`src/design/rsr_pkg.sv`:
```
package rsr_pkg;

  localparam int CoordWidth  = 11;
  localparam int RadiusWidth = CoordWidth - 1;
  localparam int OutWidth    = CoordWidth + 1;
  localparam int ErrWidth    = CoordWidth + 3;
  localparam int ColorWidth  = 24;

  localparam int InFieldBits  = 2 * CoordWidth + 2 * RadiusWidth + ColorWidth;
  localparam int InDataWidth  = ((InFieldBits + 7) / 8) * 8;
  localparam int OutFieldBits = 3 * OutWidth + ColorWidth + 1;
  localparam int OutDataWidth = ((OutFieldBits + 7) / 8) * 8;
  localparam int OutUserWidth = 2;

  localparam int SpansPerRow = 8;
  localparam int SpanIdxWidth = $clog2(SpansPerRow);

  typedef enum logic {
    OP_START = 1'b0,
    OP_STEP  = 1'b1
  } op_e;

  typedef logic signed [CoordWidth-1:0] coord_t;
  typedef logic        [CoordWidth-1:0] row_t;
  typedef logic        [RadiusWidth-1:0] radius_t;
  typedef logic signed [OutWidth-1:0]   ocoord_t;
  typedef logic signed [ErrWidth-1:0]   err_t;
  typedef logic        [ColorWidth-1:0] color_t;

  // one row snapshot handed to the span sequencer
  typedef struct packed {
    coord_t cx;
    coord_t cy;
    coord_t xo;
    coord_t xi;
    row_t   y;
    color_t color;
    logic   done;
  } row_snap_t;

endpackage

```
`src/design/ring_span_rasterizer_top.sv`:
```
// a step beat is held in the row snapshot register; its spans then load the
// output register. throughput: one span beat per cycle while the receiver does not
//   stall, with 8 span beats per step item from the registered row snapshot
// a start item is taken once the previous row has been handed out
// async reset (rst_ni low) clears control state: no ring active, no beat pending
module ring_span_rasterizer_top (
  input  logic                               clk_i,
  input  logic                               rst_ni,
  input  logic                               s_axis_tvalid,
  output logic                               s_axis_tready,
  // center_x, center_y, inner_radius, outer_radius, color, zero pad
  input  logic [rsr_pkg::InDataWidth-1:0]    s_axis_tdata,
  // operation
  input  logic                               s_axis_tuser,
  output logic                               m_axis_tvalid,
  input  logic                               m_axis_tready,
  // fixed_coord, span_begin, span_end, span_color, ring_done, zero pad
  output logic [rsr_pkg::OutDataWidth-1:0]   m_axis_tdata,
  // vertical, empty_res
  output logic [rsr_pkg::OutUserWidth-1:0]   m_axis_tuser,
  output logic                               m_axis_tlast
);

  localparam int CW = rsr_pkg::CoordWidth;
  localparam int RW = rsr_pkg::RadiusWidth;
  localparam int OW = rsr_pkg::OutWidth;
  localparam int EW = rsr_pkg::ErrWidth;
  localparam int KW = rsr_pkg::SpanIdxWidth;

  // input field unpacking
  rsr_pkg::coord_t  in_cx;
  rsr_pkg::coord_t  in_cy;
  rsr_pkg::radius_t in_inner;
  rsr_pkg::radius_t in_outer;
  rsr_pkg::color_t  in_color;
  rsr_pkg::op_e     in_op;

  assign in_cx    = s_axis_tdata[CW-1:0];
  assign in_cy    = s_axis_tdata[2*CW-1:CW];
  assign in_inner = s_axis_tdata[2*CW+RW-1:2*CW];
  assign in_outer = s_axis_tdata[2*CW+2*RW-1:2*CW+RW];
  assign in_color = s_axis_tdata[2*CW+2*RW+rsr_pkg::ColorWidth-1:2*CW+2*RW];
  assign in_op    = rsr_pkg::op_e'(s_axis_tuser);

  // ring state
  logic             active_q;
  rsr_pkg::coord_t  cx_q, cy_q;
  rsr_pkg::radius_t inner_q;
  rsr_pkg::color_t  color_q;
  rsr_pkg::coord_t  xo_q, xi_q;
  rsr_pkg::row_t    row_q;
  rsr_pkg::err_t    eo_q, ei_q;

  // row snapshot and sequencer
  logic               snap_valid_q;
  rsr_pkg::row_snap_t snap_q;
  logic [KW-1:0]      idx_q;

  // output register
  logic               out_valid_q;
  logic               out_vert_q;
  rsr_pkg::ocoord_t   out_fixed_q, out_begin_q, out_end_q;
  rsr_pkg::color_t    out_color_q;
  logic               out_empty_q, out_last_q, out_done_q;

  logic out_load, seq_last, snap_free, in_acc, step_acc, start_acc;

  assign out_load  = snap_valid_q && (!out_valid_q || m_axis_tready);
  assign seq_last  = (idx_q == KW'(rsr_pkg::SpansPerRow - 1));
  assign snap_free = !snap_valid_q || (out_load && seq_last);
  assign s_axis_tready = snap_free;
  assign in_acc    = s_axis_tvalid && snap_free;
  assign start_acc = in_acc && (in_op == rsr_pkg::OP_START);
  assign step_acc  = in_acc && (in_op == rsr_pkg::OP_STEP) && active_q;

  // tracker advance
  logic [CW:0]     ny;
  rsr_pkg::err_t   ny_e, xo_e, xi_e, eo_d, ei_d;
  rsr_pkg::coord_t xo_d, xi_d;
  logic            done_d;

  always_comb begin
    ny   = {1'b0, row_q} + (CW+1)'(1);
    ny_e = EW'(ny);
    xo_e = EW'(xo_q);
    xi_e = EW'(xi_q);
    xo_e = {{(EW-CW){xo_q[CW-1]}}, xo_q};
    xi_e = {{(EW-CW){xi_q[CW-1]}}, xi_q};
    if (eo_q[EW-1]) begin
      xo_d = xo_q;
      eo_d = eo_q + EW'({ny, 1'b1});
    end else begin
      xo_d = xo_q - CW'(1);
      eo_d = eo_q + ((ny_e - xo_e + EW'(2)) <<< 1);
    end
    if (ny > (CW+1)'(inner_q)) begin
      xi_d = ny[CW-1:0];
      ei_d = ei_q;
    end else if (ei_q[EW-1]) begin
      xi_d = xi_q;
      ei_d = ei_q + EW'({ny, 1'b1});
    end else begin
      xi_d = xi_q - CW'(1);
      ei_d = ei_q + ((ny_e - xi_e + EW'(2)) <<< 1);
    end
    done_d = $signed({xo_d[CW-1], xo_d}) < $signed({1'b0, ny[CW-1:0]});
  end

  // span of the current sequencer index
  logic             sp_vert, neg_fixed, neg_span;
  rsr_pkg::ocoord_t s_cx, s_cy, s_xo, s_xi, s_y, base_f, base_s;
  rsr_pkg::ocoord_t sp_fixed, sp_begin, sp_end;
  logic             sp_empty;

  always_comb begin
    sp_vert = idx_q[0];
    case (idx_q)
      3'd3, 3'd4, 3'd5, 3'd6: neg_fixed = 1'b1;
      default:                neg_fixed = 1'b0;
    endcase
    case (idx_q)
      3'd2, 3'd4, 3'd5, 3'd7: neg_span = 1'b1;
      default:                neg_span = 1'b0;
    endcase
    s_cx = OW'(snap_q.cx);
    s_cy = OW'(snap_q.cy);
    s_xo = OW'(snap_q.xo);
    s_xi = OW'(snap_q.xi);
    s_y  = OW'(snap_q.y);
    // fixed coordinate is the center on the other axis
    base_f   = sp_vert ? s_cx : s_cy;
    base_s   = sp_vert ? s_cy : s_cx;
    sp_fixed = neg_fixed ? base_f - s_y : base_f + s_y;
    if (neg_span) begin
      sp_begin = base_s - s_xo;
      sp_end   = base_s - s_xi;
    end else begin
      sp_begin = base_s + s_xi;
      sp_end   = base_s + s_xo;
    end
    sp_empty = sp_begin > sp_end;
  end

  always_ff @(posedge clk_i or negedge rst_ni) begin
    if (!rst_ni) begin
      active_q     <= 1'b0;
      cx_q         <= '0;
      cy_q         <= '0;
      inner_q      <= '0;
      color_q      <= '0;
      xo_q         <= '0;
      xi_q         <= '0;
      row_q        <= '0;
      eo_q         <= '0;
      ei_q         <= '0;
      snap_valid_q <= 1'b0;
      idx_q        <= '0;
      out_valid_q  <= 1'b0;
    end else begin
      if (start_acc) begin
        active_q <= 1'b1;
        cx_q     <= in_cx;
        cy_q     <= in_cy;
        inner_q  <= in_inner;
        color_q  <= in_color;
        xo_q     <= CW'(in_outer);
        xi_q     <= CW'(in_inner);
        row_q    <= '0;
        eo_q     <= EW'(1) - EW'(in_outer);
        ei_q     <= EW'(1) - EW'(in_inner);
      end else if (step_acc) begin
        xo_q  <= xo_d;
        xi_q  <= xi_d;
        row_q <= ny[CW-1:0];
        eo_q  <= eo_d;
        ei_q  <= ei_d;
        if (done_d) begin
          active_q <= 1'b0;
        end
      end

      if (step_acc) begin
        snap_valid_q <= 1'b1;
      end else if (snap_free) begin
        snap_valid_q <= 1'b0;
      end

      if (out_load) begin
        idx_q <= idx_q + KW'(1);
      end

      if (out_load) begin
        out_valid_q <= 1'b1;
      end else if (m_axis_tready) begin
        out_valid_q <= 1'b0;
      end
    end
  end

  // payload registers
  always_ff @(posedge clk_i) begin
    if (step_acc) begin
      snap_q.cx    <= cx_q;
      snap_q.cy    <= cy_q;
      snap_q.xo    <= xo_q;
      snap_q.xi    <= xi_q;
      snap_q.y     <= row_q;
      snap_q.color <= color_q;
      snap_q.done  <= done_d;
    end
    if (out_load) begin
      out_vert_q  <= sp_vert;
      out_fixed_q <= sp_fixed;
      out_begin_q <= sp_begin;
      out_end_q   <= sp_end;
      out_color_q <= snap_q.color;
      out_empty_q <= sp_empty;
      out_last_q  <= seq_last;
      out_done_q  <= seq_last && snap_q.done;
    end
  end

  assign m_axis_tvalid = out_valid_q;
  assign m_axis_tlast  = out_last_q;
  assign m_axis_tuser  = {out_empty_q, out_vert_q};
  assign m_axis_tdata  = rsr_pkg::OutDataWidth'({out_done_q, out_color_q, out_end_q,
                                                 out_begin_q, out_fixed_q});

`ifndef SYNTHESIS
  a_idx_needs_snap: assert property (@(posedge clk_i) disable iff (!rst_ni)
    (idx_q != '0) |-> snap_valid_q)
    else $error("span index running without a row snapshot");

  a_last_beat: assert property (@(posedge clk_i) disable iff (!rst_ni)
    (out_load && seq_last) |=> (out_valid_q && out_last_q))
    else $error("eighth span not marked last");

  a_done_on_last: assert property (@(posedge clk_i) disable iff (!rst_ni)
    (out_valid_q && out_done_q) |-> out_last_q)
    else $error("ring done outside the last span of a row");

  a_row_advance: assert property (@(posedge clk_i) disable iff (!rst_ni)
    step_acc |=> (row_q == $past(row_q) + CW'(1)))
    else $error("row counter did not advance on a step");
`endif

endmodule

```
`config.mk`:
```
export PLATFORM = sky130hd
export DESIGN_NAME = ring_span_rasterizer_top
export DESIGN_NICKNAME = d
export VERILOG_FILES = /design/src/design/rsr_pkg.sv /design/src/design/ring_span_rasterizer_top.sv
export SDC_FILE = /design/constraint.sdc
export NUM_CORES = 1
export LEC_CHECK = 0
export BUFFER_PORTS_ARGS = -buffer_cell sky130_fd_sc_hd__buf_2
export CAP_MARGIN = 0
export CORE_MARGIN = 5
export CORE_UTILIZATION = 30
export DETAILED_ROUTE_END_ITERATION = 6
export SYNTH_ARGS = -nofsm -noshare
export SYNTH_HDL_FRONTEND = slang
export SYNTH_SLANG_ARGS = --single-unit
```
`constraint.sdc`:
```
create_clock -name clk_i -period 4.8 [get_ports clk_i]
set_input_delay 0.72 -clock clk_i [delete_from_list [all_inputs] [get_ports clk_i]]
set_output_delay 0.72 -clock clk_i [all_outputs]
set_load 0.05 [all_outputs]
```
* Yosys cells after proc, flatten, opt, wreduce, memory -nomap -nowiden
Cells that the tools add are included.
Widths: inputs -> output; s select.
** Operators by class
- $add $sub $neg :: 20
- Order comparisons :: 3
- Equal/unequal tests :: 8
- Muxes and demuxes :: 30
- Bitwise logic cells :: 1
- Reductions and logical operators :: 20
** Operator list (count)
- $mux 11 :: 9
- $mux 14 :: 7
- $mux 12 :: 5
- $add 14x13->14 :: 2
- $add 14x14->14 :: 2
- $add 13x3->13 const B :: 2
- $sub 13x11->13 :: 2
- $add 12x11->12 :: 2
- $sub 12x11->12 :: 2
- $sub 1x10->11 const A :: 2
- $sub 11x2->11 const B :: 2
- $add 11x1->12 const B :: 1
- $add 12x12->12 :: 1
- $eq 3x3->1 const B :: 4
- $gt 12x10->1 :: 1
- $gt 12x12->1 :: 1
- $lt 11x12->1 :: 1
- $sub 12x12->12 :: 1
- $mux 1 :: 9
- $reduce_bool 2->1 :: 4
- $reduce_or 4->1 :: 2
- $logic_and 1x1->1 :: 7
- $eq 3x2->1 const B :: 2
- $reduce_and 2->1 :: 3
- 6 further kinds :: 8
** Storage, ports and cells
- Bits in registers :: 267
- Input port bits :: 77
- Output and inout bits :: 69
- Logic and storage cells :: 110

* Longest topological paths before layout
Gate-level depths: netlist of run 1.
- Word-level depth :: 10
- Depth in mapped cells :: 27
- Gate-level depth less buffers :: 23

* Least setup slack after synthesis of run 1
No wires, ideal clock.
- Path type :: reg2reg
- Start point :: register idx_q[0]
- End point :: register out_empty_q, data pin
- Setup time :: 0.262 ns
- Arrival :: 4.881 ns
- Data required time :: 4.538 ns
- Path slack :: -0.343 ns
- Cell stages (with the launch flop) :: 27
- Buffers on the path :: 4
- Period minus slack after synthesis :: 5.143 ns
- Cells stage by stage :: dfrtp_1 clkbuf_1 buf_1 inv_1 ha_1 nor3_1 a21oi_1 clkbuf_1 clkbuf_1 o21ai_0 ha_1 inv_1 fa_1 a21o_1 a21oi_1 o21bai_1 a21oi_1 o21ai_0 a21o_1 a21o_1 xnor2_1 ha_1 nand4_1 nor3_1 a21oi_1 a21oi_1 a21oi_1
** On the way
- Cells in the longest elaborated chain, start to end :: 5
- Elaborated cells on any way between the ends :: 14
- Classes of those cells :: add/sub (4); order compare (1); eq/ne (4); mux (4); reduce/logical (1)
** Ends and longest elaborated chain
- from (decl) :: line ring_span_rasterizer_top.sv:57 : logic [KW-1:0] idx_q;
- from (signal assigned) :: line ring_span_rasterizer_top.sv:189 : idx_q <= idx_q + KW'(1);
- branches (longest 4 deep; another with $add 12x11->12)
- $gt 12x12->1 (*) :: line ring_span_rasterizer_top.sv:141 : sp_empty = sp_begin > sp_end;
- net sp_empty :: line ring_span_rasterizer_top.sv:113 : logic sp_empty;
- to (signal assigned) :: line ring_span_rasterizer_top.sv:217 : out_empty_q <= sp_empty;
- to (decl) :: line ring_span_rasterizer_top.sv:64 : logic out_empty_q, out_last_q, out_done_q;
Mark *: on every way through the listed nets, which the timed path passes.
A chain may end at the register's enable or synchronous reset.

* Worst setup path after layout of run 1
- Start point :: register row_q[0]
- End point :: register ei_q[13]
** On the way
- Cells in the longest elaborated chain, start to end :: 8
- Elaborated cells on any way between the ends :: 12
- Classes of those cells :: add/sub (5); order compare (1); eq/ne (1); mux (4); reduce/logical (1)
** Ends and longest elaborated chain
- from (decl) :: line ring_span_rasterizer_top.sv:51 : rsr_pkg::row_t row_q;
- from (signal assigned) :: line ring_span_rasterizer_top.sv:174 : row_q <= ny[CW-1:0];
- $add 11x1->12 (*) :: line ring_span_rasterizer_top.sv:83 : ny = {1'b0, row_q} + (CW+1)'(1);
- $sub 13x11->13 :: line ring_span_rasterizer_top.sv:104 : ei_d = ei_q + ((ny_e - xi_e + EW'(2)) <<< 1);
- $add 13x3->13 :: line ring_span_rasterizer_top.sv:104
- $add 14x14->14 :: line ring_span_rasterizer_top.sv:104
- $mux 14 :: line ring_span_rasterizer_top.sv:99 : end else if (ei_q[EW-1]) begin
- $mux 14 :: line ring_span_rasterizer_top.sv:96 : if (ny > (CW+1)'(inner_q)) begin
- $mux 14 :: line ring_span_rasterizer_top.sv:171 : end else if (step_acc) begin
- $mux 14 :: line ring_span_rasterizer_top.sv:160 : if (start_acc) begin
- to (signal assigned) :: line ring_span_rasterizer_top.sv:170 : ei_q <= EW'(1) - EW'(in_inner);
- to (signal assigned) :: line ring_span_rasterizer_top.sv:176 : ei_q <= ei_d;
- to (decl) :: line ring_span_rasterizer_top.sv:52 : rsr_pkg::err_t eo_q, ei_q;
Mark *: on every way between the ends. The rest lies on a longest branch, timed or not. The select of a mux whose other input is x is not followed.

==> flow_metrics.py, run 1 <==
metrics = {
    "flow_run": {
        "max_cap_violations": 0,
    },
    "detailed_routing": {
        "routed.top_layer": "met5",
        "wl_met3_um": 3020,
        "drc": 0,
        "vias_per_cell": 4.99,
        "postRouteAntennaNets": 0,
        "firstDrtPassIters": 5,
        "drt-initial-drc-count": 821,
        "route.met2.wl_um": 20400,
        "routedWlPerCell_um": 17.1,
        "wl_um": 46000,
        "vias": 13439,
        "wl_met1_um": 21100,
    },
    "clocking": {
        "path_clk_slew_ns": 0.07,
        "htree_levels": 1,
        "cts_tree": "built",
        "clock_sinks": 267,
        "root_buffer": "clkbuf_16",
        "worstSkewPairLatency_ns": 0.57,
        "clockBufferDepth": 3,
        "cts_buffers": 30,
    },
    "floorplanning": {
        "rows": 87,
        "dieArea_um2": 61300,
        "core_area_um2": 56200,
        "ios": 146,
        "fp.dieH_um": 248,
        "start_util_pct": 30.2,
        "die_w_um": 248,
    },
    "global_routing": {
        "antenna_found_initial": 2,
        "grt_pass1_wl_um": 72700,
        "grt_remaining_overflow": 0,
        "grt_max_degree": 62,
        "groute.usage.overall_pct": 14.7,
        "grt_pass1_vias": 13412,
    },
    "timing": {
        "hold_violations": 0,
        "setup_slack_ns": 0.310,
        "finalMaxSlewViolations": 0,
        "grt_setup_unrepaired": "false",
        "clock.fmax_mhz": 223,
        "relSlewSlack_pct": 30.1,
        "max_slew.worst_pin.slew_ns": 1.04,
        "fin_skew_ns": 0.0174,
        "setup_viol": 0,
        "post-route-period-util_pct": 93.5,
        "finalSetupTns_ns": 0,
        "whs_ns": 0.136,
        "min_period_ns": 4.49,
    },
    "outcome": {
        "status": "complete, no violations",
    },
    "synth": {
        "synthTopCellsByCount": "nand2_1 (264), ha_1 (173), edfxtp_1 (144), dfrtp_1 (123), inv_1 (123)",
        "async_flop_share_pct": 46.1,
        "synth_top_area_cell": "edfxtp_1",
        "yosysTopAreaCellShare_pct": 25.5,
        "synthCells": 1716,
        "synth_warnings": 0,
        "synth_cell_types": 74,
        "ys_top_cells_by_area": "edfxtp_1 (26%), dfrtp_1 (18%), ha_1 (13%), nand2_1 (5.9%), xnor2_1 (4.7%)",
        "synth_area_um2": 16900,
        "ys_ff_latch": 267,
        "avgSynthCellArea_um2": 9.87,
        "synth-edff-count": 144,
        "synth-main-ff-cell": "edfxtp_1",
        "seq_area_frac_synth_pct": 43.7,
        "synth.most_common_cell": "nand2_1",
    },
    "placement": {
        "gp_congestion": 0.873,
        "io_buffers": 136,
        "dp_cells": 2637,
        "dp_slack_ns": 0.140,
        "dp_hpwl_um": 34600,
    },
    "setup_path": {
        "path_class": "reg -> reg",
        "crit_fanout": 4,
        "setup.worst_path.start": "row_q[0]$_DFFE_PN0P_",
        "r2r.worst_path.cells": 22,
        "crit_arrival_ns": 4.92,
        "start_kind": "flop",
        "endpoint_kind": "flop",
        "worstReg2RegStart": "row_q[0]$_DFFE_PN0P_",
        "required_ns": 5.23,
    },
    "layout": {
        "instances_no_fill": 2694,
        "synthToLayoutAreaGrowth_pct": 17.7,
        "final_layout_size_suffix_gt1_share_pct": 16.3,
        "fin_nets": 2173,
    },
    "worst_hold_path": {
        "min_path_type": "in -> async",
    },
}
-- per-layer routing --
layer | vias up | GRT usage (%)
li1 | 6523 | -
met1 | 6437 | 20.7
met2 | 395 | 23.5
met3 | 82 | 2.10
met4 | 2 | 4.77
met5 | - | 0
-- worst max-delay path, cell delays in order (launching register included) --
cell	delay, ns
dfrtp_1	0.37
buf_4	0.14
nand3_1	0.06
nor2_1	0.19
xnor2_1	0.18
inv_1	0.23
ha_1	0.34
ha_1	0.34
or2_2	0.28
a21oi_1	0.14
a31oi_1	0.08
a21oi_1	0.19
xnor2_1	0.19
ha_1	0.32
a21o_1	0.19
a21oi_1	0.16
o21ai_0	0.11
a31oi_1	0.20
buf_4	0.16
nand3_1	0.07
o311ai_1	0.13
xnor2_1	0.18
a31oi_1	0.10
-- path summary, 6_finish.rpt --
kind	endpoint	slack (ns)
max in group asynchronous	cx_q[1]$_DFFE_PN0P_	3.64
min in group clk_i	cy_q[9]$_DFFE_PN0P_	0.34
hold / removal	ei_q[6]$_DFFE_PN0P_	0.14
setup / recovery	ei_q[13]$_DFFE_PN0P_	0.31
hold reg to reg	out_color_q[14]$_DFFE_PP_	0.42
setup reg to reg	ei_q[13]$_DFFE_PN0P_	0.31
-- layout by cell type (no fill, tap or decap), types with 7 or more instances in the layout --
master and instances:
nand2_1 264, ha_1 173, edfxtp_1 144, buf_2 135
dfrtp_1 123, inv_1 119, o21ai_0 97, nor2_1 96
xnor2_1 90, a21oi_1 90, buf_4 79, xor2_1 56
nor3_1 39, nand3_1 35, clkbuf_16 31, a21o_1 28
a31oi_1 22, mux2_2 21, o211ai_1 20, nor2b_1 17
and3_1 13, mux2i_1 13, a211oi_1 12, o21bai_1 11
nor4_1 11, o21a_1 11, o31ai_1 10, fa_1 9
o221ai_1 8, nand4_1 7, or4_1 7, o41ai_1 7
o22ai_1 7, clkbuf_1 7
-- through the flow --
step	area (µm²)	utilization (%)
final	19900	35.5
after global routing	19900	35.5
after CTS	19900	35.4
after detailed placement	18900	33.7
after global placement	18900	33.7
after floorplan	17000	-
-- cells by family (layout without fill, tap and decap cells) --
family	Yosys count	after routing	share of synthesized area (%)
mux	34	34	2.16
flops	267	267	43.7
other cells	1	4	0.0221
xor+xnor	147	147	7.60
fa+ha+maj	182	182	13.8
buf+inv	175	394	4.25
compound gates	378	378	14.4
simple gates	532	532	14.1
-- flip-flops by register name (all words and copies together) (netlist names), 3 cells and up --
| name | flops |
|---|---|
| snap_q | 25 |
| color_q | 24 |
| out_color_q | 24 |
| ei_q | 14 |
| eo_q | 14 |
| out_begin_q | 12 |
| out_end_q | 12 |
| out_fixed_q | 12 |
| cx_q | 11 |
| cy_q | 11 |
| row_q | 11 |
| s_cx | 11 |
| s_cy | 11 |
| s_xi | 11 |
| s_xo | 11 |
| s_y | 11 |
| xi_q | 11 |
| xo_q | 11 |
| inner_q | 10 |
| idx_q | 3 |
-- final cells by class --
type,count,area (µm²)
Antenna cell,1,2.50
Clock buffer,40,830
Clock inverter,15,133
Fill cell,5706,36200
Inverter,123,464
Multi-Input combinational cell,1276,8860
Sequential cell,267,7400
Tap cell,756,946
Timing Repair Buffer,216,1290
-- repair_timing --
item,4_1_cts,5_1_grt
hold buffers,0,0
endpoints found under the hold margin,0,0
gates resized for setup,0,11
buffers inserted,0,1
setup endpoints to repair,0,5
Power of run 1 is not shown: default switching activity piles up to over one toggle a cycle in this logic, so the estimate is an artifact.
==> run 2: changes to the inputs <==
==> constraint.sdc (replaced) <==
create_clock -name clk_i -period 4.8 [get_ports clk_i]
set_input_delay 0.96 -clock clk_i [delete_from_list [all_inputs] [get_ports clk_i]]
set_output_delay 0.96 -clock clk_i [all_outputs]
set_load 0.05 [all_outputs]
==> flow_metrics.py, run 2 (synthesis gave the netlist of run 1 again) <==
metrics = {
    "detailed_routing": {
        "wl_um": 46100,
        "drc": 0,
        "vias": 13357,
        "drt-initial-drc-count": 908,
        "vias_per_cell": 4.95,
        "postRouteAntennaNets": 0,
        "firstDrtPassIters": 5,
        "routedWlPerCell_um": 17.1,
    },
    "layout": {
        "final_cell_mix": "nand2_1 (264), ha_1 (172), edfxtp_1 (144)",
        "largest_register_ffs": 25,
        "final_layout_size_suffix_gt1_share_pct": 16.8,
        "n_fill_cell": 5648,
        "largest_registers": "snap_q: 25 flops, color_q: 24 flops, out_color_q: 24 flops",
        "layout_commonest_cell": "nand2_1",
        "fin_nets": 2176,
        "synthToLayoutAreaGrowth_pct": 19.1,
        "largest-register": "snap_q",
    },
    "timing": {
        "setup_slack_ns": 0.307,
        "clock.fmax_mhz": 223,
        "max_slew.worst_pin.slew_ns": 1.13,
        "fin_skew_ns": 0.0162,
        "hold_violations": 0,
        "setup_viol": 0,
        "finalMaxSlewViolations": 0,
        "relSlewSlack_pct": 24.0,
        "min_period_ns": 4.49,
        "post-route-period-util_pct": 93.6,
    },
    "clocking": {
        "cts_tree": "built",
        "root_buffer": "clkbuf_16",
        "clock_sinks": 267,
        "worstSkewPairLatency_ns": 0.54,
        "htree_levels": 2,
        "hold_buffers": 0,
        "cts_buffers": 34,
        "path_clk_slew_ns": 0.06,
        "clockBufferDepth": 3,
    },
    "floorplanning": {
        "ios": 146,
        "start_util_pct": 30.2,
        "die_w_um": 248,
        "fp.dieH_um": 248,
        "rows": 87,
        "dieArea_um2": 61300,
        "core_area_um2": 56200,
    },
    "setup_path": {
        "path_class": "reg -> reg",
        "crit_fanout": 6,
        "crit_arrival_ns": 4.91,
        "cpPeakStageDelay_ns": 0.46,
        "required_ns": 5.22,
        "slowest_stage": "a2111oi_2",
        "endpoint_kind": "flop",
        "path_cells": "ha_2 > nand3_1 > or2_2 > xor2_1 > buf_4 > clkinvlp_4 > ha_1 > ha_1 > inv_1 > nand3_1 > o211ai_1 > nor2b_1 > xnor2_1 > ha_1 > nand3_1 > a21oi_1 > a2111oi_2 > a21oi_1 > xor2_1 > a221o_1",
        "start_kind": "flop",
    },
    "global_routing": {
        "groute.usage.overall_pct": 14.9,
        "grt_remaining_overflow": 0,
        "grt_pass1_wl_um": 72700,
        "grt_pass1_vias": 13298,
        "grt_max_degree": 78,
        "antenna_found_initial": 1,
    },
    "placement": {
        "io_buffers": 136,
        "dp_hpwl_um": 34600,
        "gp_congestion": 0.872,
        "dp_slack_ns": 0.129,
    },
    "worst_hold_path": {
        "min_path_type": "in -> async",
    },
    "outcome": {
        "status": "complete, no violations",
    },
    "flow_run": {
        "max_cap_violations": 0,
    },
}
run 2: changes by cell type in the layout (fill, tap and decap cells not counted), moves of 2 or more:
cell / delta
buf_4: -2
clkbuf_8: +2
inv_6: +2
clkinv_8: +2
buf_12: +2
clkbuf_16: +5
inv_8: -2
clkinv_1: +2
clkbuf_1: -4
bufinv_16: +2
run 2: repair_timing:
action | in CTS | in global routing
resized for setup | 0 | 14
endpoints found under the setup margin | 0 | 6
buffers inserted | 0 | 3
run 2: layout make-up:
| type | count | area, µm² | area share (%) |
|---|---|---|---|
| flip-flops and latches | 267 | 7400 | 36.7 |
| well taps | 756 | 946 | 4.69 |
| clock inverters | 19 | 214 | 1.06 |
| diodes | 1 | 2.50 | 0.0124 |
| clock buffers | 43 | 967 | 4.79 |
| inverters | 123 | 468 | 2.32 |
| repair buffers | 215 | 1310 | 6.47 |
| multi-input cells | 1276 | 8870 | 44.0 |
run 2: worst max-delay path, delay by kind of cell, from the launching register on:
family	cells	cell delay, ns
compound gates	5	1.24
simple gates	5	0.82
flops	1	0.41
fa+ha+maj	4	1.06
xor+xnor	3	0.48
buf+inv	3	0.36
run 2: worst paths after layout:
kind                       cells after the start                   endpoint  slack, ns                 start
setup / recovery                              20       eo_q[12]$_DFFE_PN0P_       0.31  row_q[1]$_DFFE_PN0P_
hold / removal                                 1       ei_q[11]$_DFFE_PN0P_       0.42                rst_ni
setup reg to reg                              20       eo_q[12]$_DFFE_PN0P_       0.31  row_q[1]$_DFFE_PN0P_
hold reg to reg                                0  out_color_q[22]$_DFFE_PP_       0.42  snap_q[23]$_DFFE_PP_
max in group asynchronous                      2        xo_q[8]$_DFFE_PN0P_       3.35                rst_ni
min in group clk_i                             0  out_color_q[22]$_DFFE_PP_       0.42  snap_q[23]$_DFFE_PP_
run 2: stage by stage:
step                      area, µm²  std cells  hold WS [ns]  utilization (%)  setup TNS, ns
after floorplan               17000       1718         0.400                -         -0.109
after detailed placement      18900       2634         0.405             33.7              0
after global placement        18900       2634         0.400             33.7              0
after global routing          20200       2700         0.417             35.9        -0.0108
final                         20200       2700         0.415             35.9              0
after CTS                     20100       2696         0.412             35.8              0
run 2: metal layers:
layer / up-vias / share of wire (%) / track usage, %
met5: - / 0 / 0
met4: 0 / 2.8 / 4.31
met3: 72 / 6.1 / 2.89
met2: 376 / 45 / 23.8
met1: 6368 / 46 / 20.6
li1: 6541 / - / -
Power of run 2 is left out for the same reason.
